==> config.mk <==
export PLATFORM = sky130hd
export DESIGN_NAME = ui_op_frame_parser_flat
export DESIGN_NICKNAME = d
export VERILOG_FILES = /design/src/rtl/ufp_pkg.sv /design/src/rtl/ufp_byte_if.sv /design/src/rtl/ufp_result_if.sv /design/src/rtl/ui_op_frame_parser.sv /design/src/rtl/ufp_parse.sv /design/src/rtl/ufp_out_fifo.sv /design/src/flat_wrapper.sv
export SDC_FILE = /design/constraint.sdc
export NUM_CORES = 2
export LEC_CHECK = 0
export BUFFER_PORTS_ARGS = -buffer_cell sky130_fd_sc_hd__buf_2
export CAP_MARGIN = 20
export CORE_ASPECT_RATIO = 1.2
export CORE_UTILIZATION = 45
export CTS_CLUSTER_DIAMETER = 150
export DETAILED_ROUTE_END_ITERATION = 10
export RECOVER_POWER = 25
export SETUP_SLACK_MARGIN = 0.15
export SYNTH_ARGS = -nofsm -noshare
export SYNTH_HDL_FRONTEND = slang
export SYNTH_HIERARCHICAL = 1
export SYNTH_SLANG_ARGS = --single-unit
==> constraint.sdc <==
create_clock -name clk -period 24.3 [get_ports clk]
set_input_delay 1.215 -clock clk [delete_from_list [all_inputs] [get_ports clk]]
set_output_delay 1.215 -clock clk [all_outputs]
set_load 0.02 [all_outputs]
==> src/rtl/ufp_pkg.sv <==
// ----------------------------------------------------------------------------
// UI op frame parser package
// Types, opcode codes and decode functions shared by the parser files.
// ----------------------------------------------------------------------------
package ufp_pkg;

	localparam int unsigned UFP_LEN_W        = 31;
	localparam int unsigned UFP_WORD_W       = 32;
	localparam int unsigned UFP_RESULT_DEPTH = 4;

	localparam logic [UFP_LEN_W-1:0] UFP_LEN_MAX = {UFP_LEN_W{1'b1}};

	localparam logic [3:0] HDR_BYTES_NONE  = 4'd0;
	localparam logic [3:0] HDR_BYTES_ONE   = 4'd4;
	localparam logic [3:0] HDR_BYTES_LEN16 = 4'd6;
	localparam logic [3:0] HDR_BYTES_TWO   = 4'd8;
	localparam logic [3:0] HDR_BYTES_THREE = 4'd12;

	localparam logic [7:0] OP_LEN16    = 8'd1;
	localparam logic [7:0] OP_WORD1    = 8'd2;
	localparam logic [7:0] OP_WORD3_A  = 8'd3;
	localparam logic [7:0] OP_WORD2_A  = 8'd4;
	localparam logic [7:0] OP_LEN32_A  = 8'd5;
	localparam logic [7:0] OP_LEN32_B  = 8'd6;
	localparam logic [7:0] OP_LEN32_C  = 8'd7;
	localparam logic [7:0] OP_WORD3_B  = 8'd8;
	localparam logic [7:0] OP_BARE     = 8'd9;
	localparam logic [7:0] OP_LEN32_D  = 8'd10;
	localparam logic [7:0] OP_LEN32_E  = 8'd11;
	localparam logic [7:0] OP_WORD2_B  = 8'd12;

	localparam logic KIND_RECORD  = 1'b0;
	localparam logic KIND_SUMMARY = 1'b1;

	typedef enum logic [1:0] {
		PH_OPCODE  = 2'd0,
		PH_HEADER  = 2'd1,
		PH_PAYLOAD = 2'd2,
		PH_SKIP    = 2'd3
	} ufp_phase_t;

	typedef enum logic [1:0] {
		ST_OK      = 2'd0,
		ST_TRUNC   = 2'd1,
		ST_UNKNOWN = 2'd2
	} ufp_status_t;

	typedef enum logic [1:0] {
		LK_NONE  = 2'd0,
		LK_SHORT = 2'd1,
		LK_LONG  = 2'd2
	} ufp_len_kind_t;

	typedef struct packed {
		logic                  item_kind;
		logic [7:0]            opcode;
		logic [UFP_WORD_W-1:0] word_a;
		logic [UFP_WORD_W-1:0] word_b;
		logic [UFP_WORD_W-1:0] word_c;
		logic [UFP_LEN_W-1:0]  payload_length;
		logic [1:0]            status;
		logic [UFP_LEN_W-1:0]  op_count;
		logic [UFP_LEN_W-1:0]  frame_bytes;
		logic                  last;
	} ufp_result_t;

	typedef struct packed {
		logic        rec_valid;
		ufp_result_t rec;
		logic        sum_valid;
		ufp_result_t sum;
	} ufp_push_t;

	function automatic logic ufp_known(input logic [7:0] op);
		logic k;
		case (op)
			OP_LEN16, OP_WORD1, OP_WORD3_A, OP_WORD2_A, OP_LEN32_A, OP_LEN32_B,
			OP_LEN32_C, OP_WORD3_B, OP_BARE, OP_LEN32_D, OP_LEN32_E,
			OP_WORD2_B: k = 1'b1;
			default: k = 1'b0;
		endcase
		return k;
	endfunction

	function automatic logic [3:0] ufp_hdr_bytes(input logic [7:0] op);
		logic [3:0] n;
		case (op)
			OP_WORD1: n = HDR_BYTES_ONE;
			OP_WORD3_A, OP_WORD3_B: n = HDR_BYTES_THREE;
			OP_WORD2_A, OP_WORD2_B: n = HDR_BYTES_TWO;
			OP_BARE: n = HDR_BYTES_NONE;
			OP_LEN16: n = HDR_BYTES_LEN16;
			OP_LEN32_A, OP_LEN32_B, OP_LEN32_C, OP_LEN32_D, OP_LEN32_E: n = HDR_BYTES_TWO;
			default: n = HDR_BYTES_NONE;
		endcase
		return n;
	endfunction

	function automatic ufp_len_kind_t ufp_len_kind(input logic [7:0] op);
		ufp_len_kind_t k;
		case (op)
			OP_LEN16: k = LK_SHORT;
			OP_LEN32_A, OP_LEN32_B, OP_LEN32_C, OP_LEN32_D, OP_LEN32_E: k = LK_LONG;
			default: k = LK_NONE;
		endcase
		return k;
	endfunction

	function automatic logic [UFP_LEN_W-1:0] ufp_rec_len(input logic [7:0] op,
			input logic [UFP_WORD_W-1:0] w1);
		logic [UFP_LEN_W-1:0] len;
		if (ufp_len_kind(op) == LK_NONE) begin
			len = '0;
		end else if (w1[UFP_WORD_W-1]) begin
			len = UFP_LEN_MAX;
		end else begin
			len = w1[UFP_LEN_W-1:0];
		end
		return len;
	endfunction

	function automatic logic [UFP_LEN_W-1:0] ufp_sat_inc(input logic [UFP_LEN_W-1:0] v);
		return (v == UFP_LEN_MAX) ? v : v + UFP_LEN_W'(1);
	endfunction

endpackage

==> src/rtl/ufp_byte_if.sv <==
// ----------------------------------------------------------------------------
// UI op frame parser byte channel
// One frame byte per transfer, with a flag on the frame's last byte.
// ----------------------------------------------------------------------------
interface ufp_byte_if;
	logic       valid;
	logic       ready;
	logic [7:0] data_byte;
	logic       frame_end;

	modport source (output valid, output data_byte, output frame_end, input ready);
	modport sink (input valid, input data_byte, input frame_end, output ready);
endinterface

==> src/rtl/ufp_result_if.sv <==
// ----------------------------------------------------------------------------
// UI op frame parser result channel
// One decoded record or frame summary per transfer.
// ----------------------------------------------------------------------------
interface ufp_result_if;
	logic                           valid;
	logic                           ready;
	logic                           item_kind;
	logic [7:0]                     opcode;
	logic [ufp_pkg::UFP_WORD_W-1:0] word_a;
	logic [ufp_pkg::UFP_WORD_W-1:0] word_b;
	logic [ufp_pkg::UFP_WORD_W-1:0] word_c;
	logic [ufp_pkg::UFP_LEN_W-1:0]  payload_length;
	logic [1:0]                     status;
	logic [ufp_pkg::UFP_LEN_W-1:0]  op_count;
	logic [ufp_pkg::UFP_LEN_W-1:0]  frame_bytes;
	logic                           last;

	modport source (output valid, output item_kind, output opcode, output word_a,
		output word_b, output word_c, output payload_length, output status,
		output op_count, output frame_bytes, output last, input ready);
	modport sink (input valid, input item_kind, input opcode, input word_a,
		input word_b, input word_c, input payload_length, input status,
		input op_count, input frame_bytes, input last, output ready);
endinterface

==> src/rtl/ui_op_frame_parser.sv <==
// ----------------------------------------------------------------------------
// UI op frame parser
// Decodes little-endian op records from a byte stream and reports each frame.
//
//   Channel      Direction  Transfer
//   byte_in      in         one frame byte and its frame_end flag
//   result_out   out        one decoded record or one frame summary
//   cfg_we       in         record_enable write, data on cfg_wdata
//
// One byte is taken per cycle while the queue has room. A byte's results
// pass the decode stage register and the result queue before result_out.
// A byte that both completes a record and ends the frame gives two results,
// which the result queue drains one per cycle while result_out is ready.
// The decode stage waits while the queue lacks room for two results.
// Reset clears the record state, the queue and sets record_enable.
// ----------------------------------------------------------------------------
module ui_op_frame_parser #(
	parameter int unsigned RESULT_DEPTH = ufp_pkg::UFP_RESULT_DEPTH
) (
	input  logic         clk,
	input  logic         arst_n,
	input  logic         cfg_we,
	input  logic         cfg_wdata,
	ufp_byte_if.sink     byte_in,
	ufp_result_if.source result_out
);
	import ufp_pkg::*;

	logic      rec_en_q;
	logic      room;
	ufp_push_t push;

	always_ff @(posedge clk or negedge arst_n) begin
		if (!arst_n) begin
			rec_en_q <= 1'b1;
		end else if (cfg_we) begin
			rec_en_q <= cfg_wdata;
		end
	end

	ufp_parse u_parse (
		.clk     (clk),
		.arst_n  (arst_n),
		.rec_en  (rec_en_q),
		.room    (room),
		.byte_in (byte_in),
		.push    (push)
	);

	ufp_out_fifo #(
		.DEPTH (RESULT_DEPTH)
	) u_out_fifo (
		.clk        (clk),
		.arst_n     (arst_n),
		.push       (push),
		.room       (room),
		.result_out (result_out)
	);

endmodule

==> src/rtl/ufp_parse.sv <==
// ----------------------------------------------------------------------------
// UI op frame parser decode stage
// Registers each byte, advances the record state and forms the results of it.
// ----------------------------------------------------------------------------
module ufp_parse (
	input  logic              clk,
	input  logic              arst_n,
	input  logic              rec_en,
	input  logic              room,
	ufp_byte_if.sink          byte_in,
	output ufp_pkg::ufp_push_t push
);
	import ufp_pkg::*;

	logic       valid_s1;
	logic [7:0] byte_s1;
	logic       end_s1;
	logic       advance;

	ufp_phase_t                  phase_q, phase_n;
	logic [7:0]                  op_q, op_n;
	logic [3:0]                  idx_q, idx_n, idx_inc;
	logic [2:0][UFP_WORD_W-1:0]  words_q, words_n, words_ins;
	logic [UFP_LEN_W-1:0]        left_q, left_n, left_dec;
	logic [UFP_LEN_W-1:0]        ops_q, ops_n;
	logic [UFP_LEN_W-1:0]        bytes_q, bytes_n;
	logic                        err_q, err_n;
	logic                        finish;
	logic [UFP_LEN_W-1:0]        hdr_len;
	ufp_result_t                 rec;
	ufp_result_t                 sum;

	assign advance       = valid_s1 && room;
	assign byte_in.ready = !valid_s1 || advance;

	always_ff @(posedge clk or negedge arst_n) begin
		if (!arst_n) begin
			valid_s1 <= 1'b0;
		end else if (byte_in.ready) begin
			valid_s1 <= byte_in.valid;
		end
	end

	always_ff @(posedge clk) begin
		if (byte_in.ready && byte_in.valid) begin
			byte_s1 <= byte_in.data_byte;
			end_s1  <= byte_in.frame_end;
		end
	end

	always_comb begin
		words_ins = words_q;
		for (int w = 0; w < 3; w++) begin
			for (int k = 0; k < 4; k++) begin
				if (idx_q[3:2] == 2'(w) && idx_q[1:0] == 2'(k)) begin
					words_ins[w][8*k +: 8] = words_q[w][8*k +: 8] | byte_s1;
				end
			end
		end
	end

	assign idx_inc  = idx_q + 4'd1;
	assign hdr_len  = ufp_rec_len(op_q, words_ins[1]);
	assign left_dec = (left_q != '0) ? left_q - UFP_LEN_W'(1) : left_q;

	always_comb begin
		phase_n = phase_q;
		op_n    = op_q;
		idx_n   = idx_q;
		words_n = words_q;
		left_n  = left_q;
		ops_n   = ops_q;
		bytes_n = ufp_sat_inc(bytes_q);
		err_n   = err_q;
		finish  = 1'b0;
		case (phase_q)
			PH_OPCODE: begin
				op_n = byte_s1;
				if (!ufp_known(byte_s1)) begin
					err_n   = 1'b1;
					phase_n = PH_SKIP;
				end else begin
					idx_n   = '0;
					words_n = '0;
					if (ufp_hdr_bytes(byte_s1) == HDR_BYTES_NONE) begin
						finish = 1'b1;
					end else begin
						phase_n = PH_HEADER;
					end
				end
			end
			PH_HEADER: begin
				words_n = words_ins;
				idx_n   = idx_inc;
				if (idx_inc == ufp_hdr_bytes(op_q)) begin
					if (hdr_len == '0) begin
						finish = 1'b1;
					end else begin
						left_n  = hdr_len;
						phase_n = PH_PAYLOAD;
					end
				end
			end
			PH_PAYLOAD: begin
				left_n = left_dec;
				if (left_dec == '0) begin
					finish = 1'b1;
				end
			end
			default: begin
			end
		endcase
		if (finish) begin
			ops_n   = ufp_sat_inc(ops_q);
			phase_n = PH_OPCODE;
		end
	end

	always_comb begin
		rec                = '0;
		rec.item_kind      = KIND_RECORD;
		rec.opcode         = op_n;
		rec.word_a         = words_n[0];
		rec.payload_length = ufp_rec_len(op_n, words_n[1]);
		if (ufp_len_kind(op_n) == LK_NONE) begin
			rec.word_b = words_n[1];
			rec.word_c = words_n[2];
		end

		sum             = '0;
		sum.item_kind   = KIND_SUMMARY;
		sum.op_count    = ops_n;
		sum.frame_bytes = bytes_n;
		sum.last        = 1'b1;
		if (err_n) begin
			sum.status = ST_UNKNOWN;
			sum.opcode = op_n;
		end else if (phase_n != PH_OPCODE) begin
			sum.status = ST_TRUNC;
			sum.opcode = op_n;
		end else begin
			sum.status = ST_OK;
		end
	end

	always_comb begin
		push.rec_valid = advance && finish && rec_en;
		push.rec       = rec;
		push.sum_valid = advance && end_s1;
		push.sum       = sum;
	end

	always_ff @(posedge clk or negedge arst_n) begin
		if (!arst_n) begin
			phase_q <= PH_OPCODE;
			op_q    <= '0;
			idx_q   <= '0;
			words_q <= '0;
			left_q  <= '0;
			ops_q   <= '0;
			bytes_q <= '0;
			err_q   <= 1'b0;
		end else if (advance) begin
			if (end_s1) begin
				phase_q <= PH_OPCODE;
				op_q    <= '0;
				idx_q   <= '0;
				words_q <= '0;
				left_q  <= '0;
				ops_q   <= '0;
				bytes_q <= '0;
				err_q   <= 1'b0;
			end else begin
				phase_q <= phase_n;
				op_q    <= op_n;
				idx_q   <= idx_n;
				words_q <= words_n;
				left_q  <= left_n;
				ops_q   <= ops_n;
				bytes_q <= bytes_n;
				err_q   <= err_n;
			end
		end
	end

endmodule

==> src/rtl/ufp_out_fifo.sv <==
// ----------------------------------------------------------------------------
// UI op frame parser result queue
// Registered entries taking up to two results a cycle, giving one when ready.
// ----------------------------------------------------------------------------
module ufp_out_fifo #(
	parameter int unsigned DEPTH = ufp_pkg::UFP_RESULT_DEPTH
) (
	input  logic               clk,
	input  logic               arst_n,
	input  ufp_pkg::ufp_push_t push,
	output logic               room,
	ufp_result_if.source       result_out
);
	import ufp_pkg::*;

	localparam int unsigned PTR_W = $clog2(DEPTH);
	localparam int unsigned CNT_W = $clog2(DEPTH + 1);

	ufp_result_t      entries_q [DEPTH];
	logic [PTR_W-1:0] wr_q;
	logic [PTR_W-1:0] rd_q;
	logic [CNT_W-1:0] cnt_q;
	logic [PTR_W-1:0] wr_nxt;
	logic [1:0]       n_push;
	logic             pop;
	ufp_result_t      first;
	ufp_result_t      head;

	assign n_push = {1'b0, push.rec_valid} + {1'b0, push.sum_valid};
	assign first  = push.rec_valid ? push.rec : push.sum;
	assign wr_nxt = wr_q + PTR_W'(1);
	assign pop    = result_out.valid && result_out.ready;
	assign room   = cnt_q <= CNT_W'(DEPTH - 2);

	always_ff @(posedge clk) begin
		if (push.rec_valid || push.sum_valid) begin
			entries_q[wr_q] <= first;
		end
		if (push.rec_valid && push.sum_valid) begin
			entries_q[wr_nxt] <= push.sum;
		end
	end

	always_ff @(posedge clk or negedge arst_n) begin
		if (!arst_n) begin
			wr_q  <= '0;
			rd_q  <= '0;
			cnt_q <= '0;
		end else begin
			wr_q  <= wr_q + PTR_W'(n_push);
			rd_q  <= rd_q + PTR_W'(pop);
			cnt_q <= cnt_q + CNT_W'(n_push) - CNT_W'(pop);
		end
	end

	assign head = entries_q[rd_q];

	assign result_out.valid          = cnt_q != '0;
	assign result_out.item_kind      = head.item_kind;
	assign result_out.opcode         = head.opcode;
	assign result_out.word_a         = head.word_a;
	assign result_out.word_b         = head.word_b;
	assign result_out.word_c         = head.word_c;
	assign result_out.payload_length = head.payload_length;
	assign result_out.status         = head.status;
	assign result_out.op_count       = head.op_count;
	assign result_out.frame_bytes    = head.frame_bytes;
	assign result_out.last           = head.last;

endmodule

==> src/flat_wrapper.sv <==
// flat-port wrapper written by rule: the top's interface ports become plain ports
module ui_op_frame_parser_flat import ufp_pkg::*;
#(
	parameter int unsigned RESULT_DEPTH = ufp_pkg::UFP_RESULT_DEPTH
)
  (clk, arst_n, cfg_we, cfg_wdata, byte_in_valid, byte_in_data_byte, byte_in_frame_end, byte_in_ready, result_out_valid, result_out_item_kind, result_out_opcode, result_out_word_a, result_out_word_b, result_out_word_c, result_out_payload_length, result_out_status, result_out_op_count, result_out_frame_bytes, result_out_last, result_out_ready);
  ufp_byte_if byte_in_i ();
  ufp_result_if result_out_i ();
  input  logic clk;
  input  logic arst_n;
  input  logic cfg_we;
  input  logic cfg_wdata;
  input wire logic [$bits(byte_in_i.valid)-1:0] byte_in_valid;
  input wire logic [$bits(byte_in_i.data_byte)-1:0] byte_in_data_byte;
  input wire logic [$bits(byte_in_i.frame_end)-1:0] byte_in_frame_end;
  output wire logic [$bits(byte_in_i.ready)-1:0] byte_in_ready;
  output wire logic [$bits(result_out_i.valid)-1:0] result_out_valid;
  output wire logic [$bits(result_out_i.item_kind)-1:0] result_out_item_kind;
  output wire logic [$bits(result_out_i.opcode)-1:0] result_out_opcode;
  output wire logic [$bits(result_out_i.word_a)-1:0] result_out_word_a;
  output wire logic [$bits(result_out_i.word_b)-1:0] result_out_word_b;
  output wire logic [$bits(result_out_i.word_c)-1:0] result_out_word_c;
  output wire logic [$bits(result_out_i.payload_length)-1:0] result_out_payload_length;
  output wire logic [$bits(result_out_i.status)-1:0] result_out_status;
  output wire logic [$bits(result_out_i.op_count)-1:0] result_out_op_count;
  output wire logic [$bits(result_out_i.frame_bytes)-1:0] result_out_frame_bytes;
  output wire logic [$bits(result_out_i.last)-1:0] result_out_last;
  input wire logic [$bits(result_out_i.ready)-1:0] result_out_ready;
  assign byte_in_i.valid = byte_in_valid;
  assign byte_in_i.data_byte = byte_in_data_byte;
  assign byte_in_i.frame_end = byte_in_frame_end;
  assign byte_in_ready = byte_in_i.ready;
  assign result_out_valid = result_out_i.valid;
  assign result_out_item_kind = result_out_i.item_kind;
  assign result_out_opcode = result_out_i.opcode;
  assign result_out_word_a = result_out_i.word_a;
  assign result_out_word_b = result_out_i.word_b;
  assign result_out_word_c = result_out_i.word_c;
  assign result_out_payload_length = result_out_i.payload_length;
  assign result_out_status = result_out_i.status;
  assign result_out_op_count = result_out_i.op_count;
  assign result_out_frame_bytes = result_out_i.frame_bytes;
  assign result_out_last = result_out_i.last;
  assign result_out_i.ready = result_out_ready;
  ui_op_frame_parser #(.RESULT_DEPTH(RESULT_DEPTH)) u_core (.clk(clk), .arst_n(arst_n), .cfg_we(cfg_we), .cfg_wdata(cfg_wdata), .byte_in(byte_in_i), .result_out(result_out_i));
endmodule
==> metrics.md <==
| Metric | Value |
|---|---|
| Area grow syn2layout | `7.90%` |
| CTS Hold Bufs | `0` |
| CTS clock-pin slew for the worst setup and hold paths | `0.06 ns` |
| Slew margin rel. | `-4.50` |
| Unrepaired setup endpoints after global routing | `false` |
| CP startpoint kind | `flip-flop` |
| Post-DP HPWL | `102 mm` |
| DRC Markers | `0` |
| Largest net degree at the start of global routing | `229` |
| RR Startpoint | `u_core/u_parse/left_q[0]$_DFFE_PN0P_` |
| Post-route minimum period | `12.65 ns` |
| Vias per inst | `roughly 6.5` |
| Failing checks | `capacitance limit, slew limit` |
| Synth Register Bits | `slightly above 1000` |
| Starting Density | `0.454` |
| Status | `complete, but fails checks` |
| Post-Route WL | `~170 mm` |
| Mapped cell area | `57400 um^2` |
| Initial DRT Pass Iterations | `6` |
| Top cells by area, synth | `edfxtp_1 43%, o221ai_1 12%, dfrtp_1 9.2%` |
| Fmax | `79.1 MHz` |
| Post_cts resized | `0` |
| Global-route wire length before repair | `262 mm` |
| Clock sinks | `approximately 1000` |
| CORE AREA | `126000 um^2` |
| Peak VDD IR | `0.0000878 V` |
| Final #Nets | `4874` |
| Syn Inst Count | `4911` |
| Number of synthesized flops with an enable pin | `813` |
| Final Max Tran Viols | `approximately 750` |
| Min-Delay Path Depth | `2` |
| Leading area contributor after synthesis | `edfxtp_1` |
| # port buffers | `217` |
| Max clock buf depth | `3` |
| Worst Path Required | `23.08 ns` |
| Avg Synthesized Cell Area | `11.7 um^2` |
| Cell Count, Final, Fillers Out | `between 6000 and 7000` |
| Layout cells sized above 1 | `0.119` |
| Worst Tran Pin Value | `8.24 ns` |
| R2R setup slack | `14.50 ns` |
| CP delay by family, top | `buffers and inverters` |
| Initial DRC count | `4051` |
| I/O pin count | `218` |
| Post-Place Cells | `~6400` |
| Hold path endpoint | `u_core/u_parse/words_q[73]$_DFFE_PN0P_` |
| Yosys warnings | `6` |
| Final worst-path cycle share | `0.520` |
| # H-tree levels | `3` |
| Die Y | `393 um` |
| Post-CTS Setup Bufs | `0` |
| Wire per inst | `around 26 um` |
| Most Frequent Cell on Critical Path | `clkbuf_1` |
| Final Hold Viols | `0` |
| Async SR Flop Fraction | `0.207` |
| Worst hold path startpoint | `u_core/u_parse/words_q[73]$_DFFE_PN0P_` |
| Crit path largest cell delay | `5.86 ns` |
| Cell variety after synth | `90` |
| Power per Cell Area | `between 100 and 150 nW/um^2` |
| Synth top cells by count | `813 x edfxtp_1, 774 x o221ai_1, 553 x nand2_1` |
| Worst r2r path cells | `14` |
| Number of global-route vias before repair | `42800` |
| WP data arrival | `11.43 ns` |
| Number of vias after detailed routing | `43100` |
| Post-DRT Antenna Nets | `0` |
| Clock skew | `0.0359 ns` |
| Static leakage | `21.0 nW` |
| Sequential share of the synthesized area | `0.520` |
| Most numerous cell in the Yosys netlist | `edfxtp_1` |
| Slowest stage cell, crit path | `clkbuf_1` |
| Grt total ovfl | `0` |
| CP cell instances | `clkbuf_1 -> clkbuf_1 -> mux4_2 -> buf_2` |
| Final Total Pwr | `7.10 mW` |
| Clk_lat worst skew | `0.74 ns` |
| GP Congestion | `between 0.9 and 1` |
| Initial antenna violation count | `2` |
| Worst hold path type | `reg2reg` |
| Full die area | `129000 um^2` |
| Reg-to-Reg End | `u_core/u_out_fifo/entries_q[2][111]$_DFFE_PP_` |
| WP buf/inv | `3` |
| CP max FO | `87` |
| GRT Util Overall | `0.266` |
| Top_reg_cell synth | `edfxtp_1` |
| TNS Setup | `0 ns` |
| Die width | `328 um` |
| CP Class | `reg2out` |
| Max Cap Viol | `16` |
| Cts bufs inserted | `109` |
| Yosys top cell area share | `0.425` |
| Worst Setup End Kind | `output port` |
| TritonCTS clock tree | `yes` |
| Root buf cell | `clkbuf_16` |
| # rows | `143` |
| Final setup viols | `0` |
==> cell families after synthesis <==
| group | synth area share |
|---|---|
| simple gates | 0.129 |
| compound gates | 0.186 |
| flops | 0.520 |
| buf+inv | 0.0651 |
| mux | 0.0852 |
| xor+xnor | 0.0107 |
| fa+ha+maj | 0.00362 |
| other cells | 0.000131 |
==> worst register-to-register path: cells and delay by family (launching register included) <==
kind	cells	cell delay (ns)
compound gates	2	1.11
flops	1	0.40
buf+inv	3	1.79
simple gates	6	4.90
fa+ha+maj	2	0.96
xor+xnor	1	0.17
==> placed cells by master (no fill, tap or decap), drive strengths merged, types with 21 or more instances in the layout <==
cell type  synthesis  routed
edfxtp           813     813
o221ai           804     804
nand2            554     554
nand2b           413     413
clkbuf           246     275
nor2             260     260
dfrtp            212     212
mux4             201     201
conb               2     195
a21oi            163     163
buf              414     148
o21ai            141     141
a22o              61      61
inv               50      55
nor3              52      52
clkinv             0      48
nand3             42      42
xnor2             40      40
nand4             33      33
a22oi             32      32
xor2              30      30
mux2i             29      29
nor4              29      29
and2              28      28
a31oi             26      26
and3              24      24
o31ai             21      21
==> per-layer routing <==
| metal | global-route usage | routed length [um] | up-vias |
|---|---|---|---|
| li1 | - | - | 19000 |
| met1 | 0.345 | 70400 | 21800 |
| met2 | 0.448 | 85000 | 1888 |
| met3 | 0.0319 | 11300 | 368 |
| met4 | 0.116 | 7050 | 0 |
| met5 | 0 | 0 | - |
==> sequential cells by signal (all words and copies together), names as in the netlist, named ones only <==
name                         cells
u_core/u_out_fifo/entries_q    804
u_core/u_parse/words_q          96
u_core/u_parse/bytes_q          31
u_core/u_parse/left_q           31
u_core/u_parse/ops_q            31
u_core/u_parse/byte_s1           8
u_core/u_parse/op_q              8
u_core/u_parse/idx_q             4
u_core/u_out_fifo/cnt_q          3
u_core/u_out_fifo/rd_q           2
u_core/u_out_fifo/wr_q           2
u_core/u_parse/phase_q           2
u_core/rec_en_q                  1
u_core/u_parse/end_s1            1
u_core/u_parse/err_q             1
u_core/u_parse/valid_s1          1
==> how the worst max path moves through the flow <==
stage                                               from  cells past startpoint                                       endpoint
floorplan           u_core/u_parse/left_q[0]$_DFFE_PN0P_                     17    u_core/u_out_fifo/entries_q[1][0]$_DFFE_PP_
global placement    u_core/u_parse/left_q[0]$_DFFE_PN0P_                     15  u_core/u_out_fifo/entries_q[1][110]$_DFFE_PP_
detailed placement  u_core/u_parse/left_q[0]$_DFFE_PN0P_                     15  u_core/u_out_fifo/entries_q[1][110]$_DFFE_PP_
CTS                 u_core/u_parse/left_q[0]$_DFFE_PN0P_                     15  u_core/u_out_fifo/entries_q[1][126]$_DFFE_PP_
global route         u_core/u_out_fifo/rd_q[0]$_DFF_PN0_                      4                  result_out_payload_length[15]
finish               u_core/u_out_fifo/rd_q[0]$_DFF_PN0_                      4                  result_out_payload_length[18]
==> layout make-up <==
type | count | area [um^2]
Timing Repair Buffer | 288 | 1530
Clock buffer | 135 | 2890
Fill cell | 11300 | 64600
Tap cell | 1667 | 2090
Multi-Input combinational cell | 3364 | 24600
Clock inverter | 71 | 747
Inverter | 50 | 188
Antenna cell | 2 | 5.00
Sequential cell | 1030 | 29800
==> power by group <==
part	internal, mW	switching, mW
Sequential	2.32	0.164
Clock	1.00	0.720
Combinational	0.957	1.95
Total	4.27	2.83
==> per-stage QoR <==
step | area [um^2] | util | hold slack [ns] | setup WS (ns)
floorplan | 58100 | - | 0.450 | 4.49
global placement | 58500 | 0.462 | 0.463 | 15.72
detailed placement | 58500 | 0.462 | 0.471 | 15.66
CTS | 62100 | 0.491 | 0.484 | 15.64
global route | 61900 | 0.489 | 0.498 | 10.00
finish | 61900 | 0.489 | 0.483 | 11.65
No activity file was read; power rests on OpenSTA's default activity.
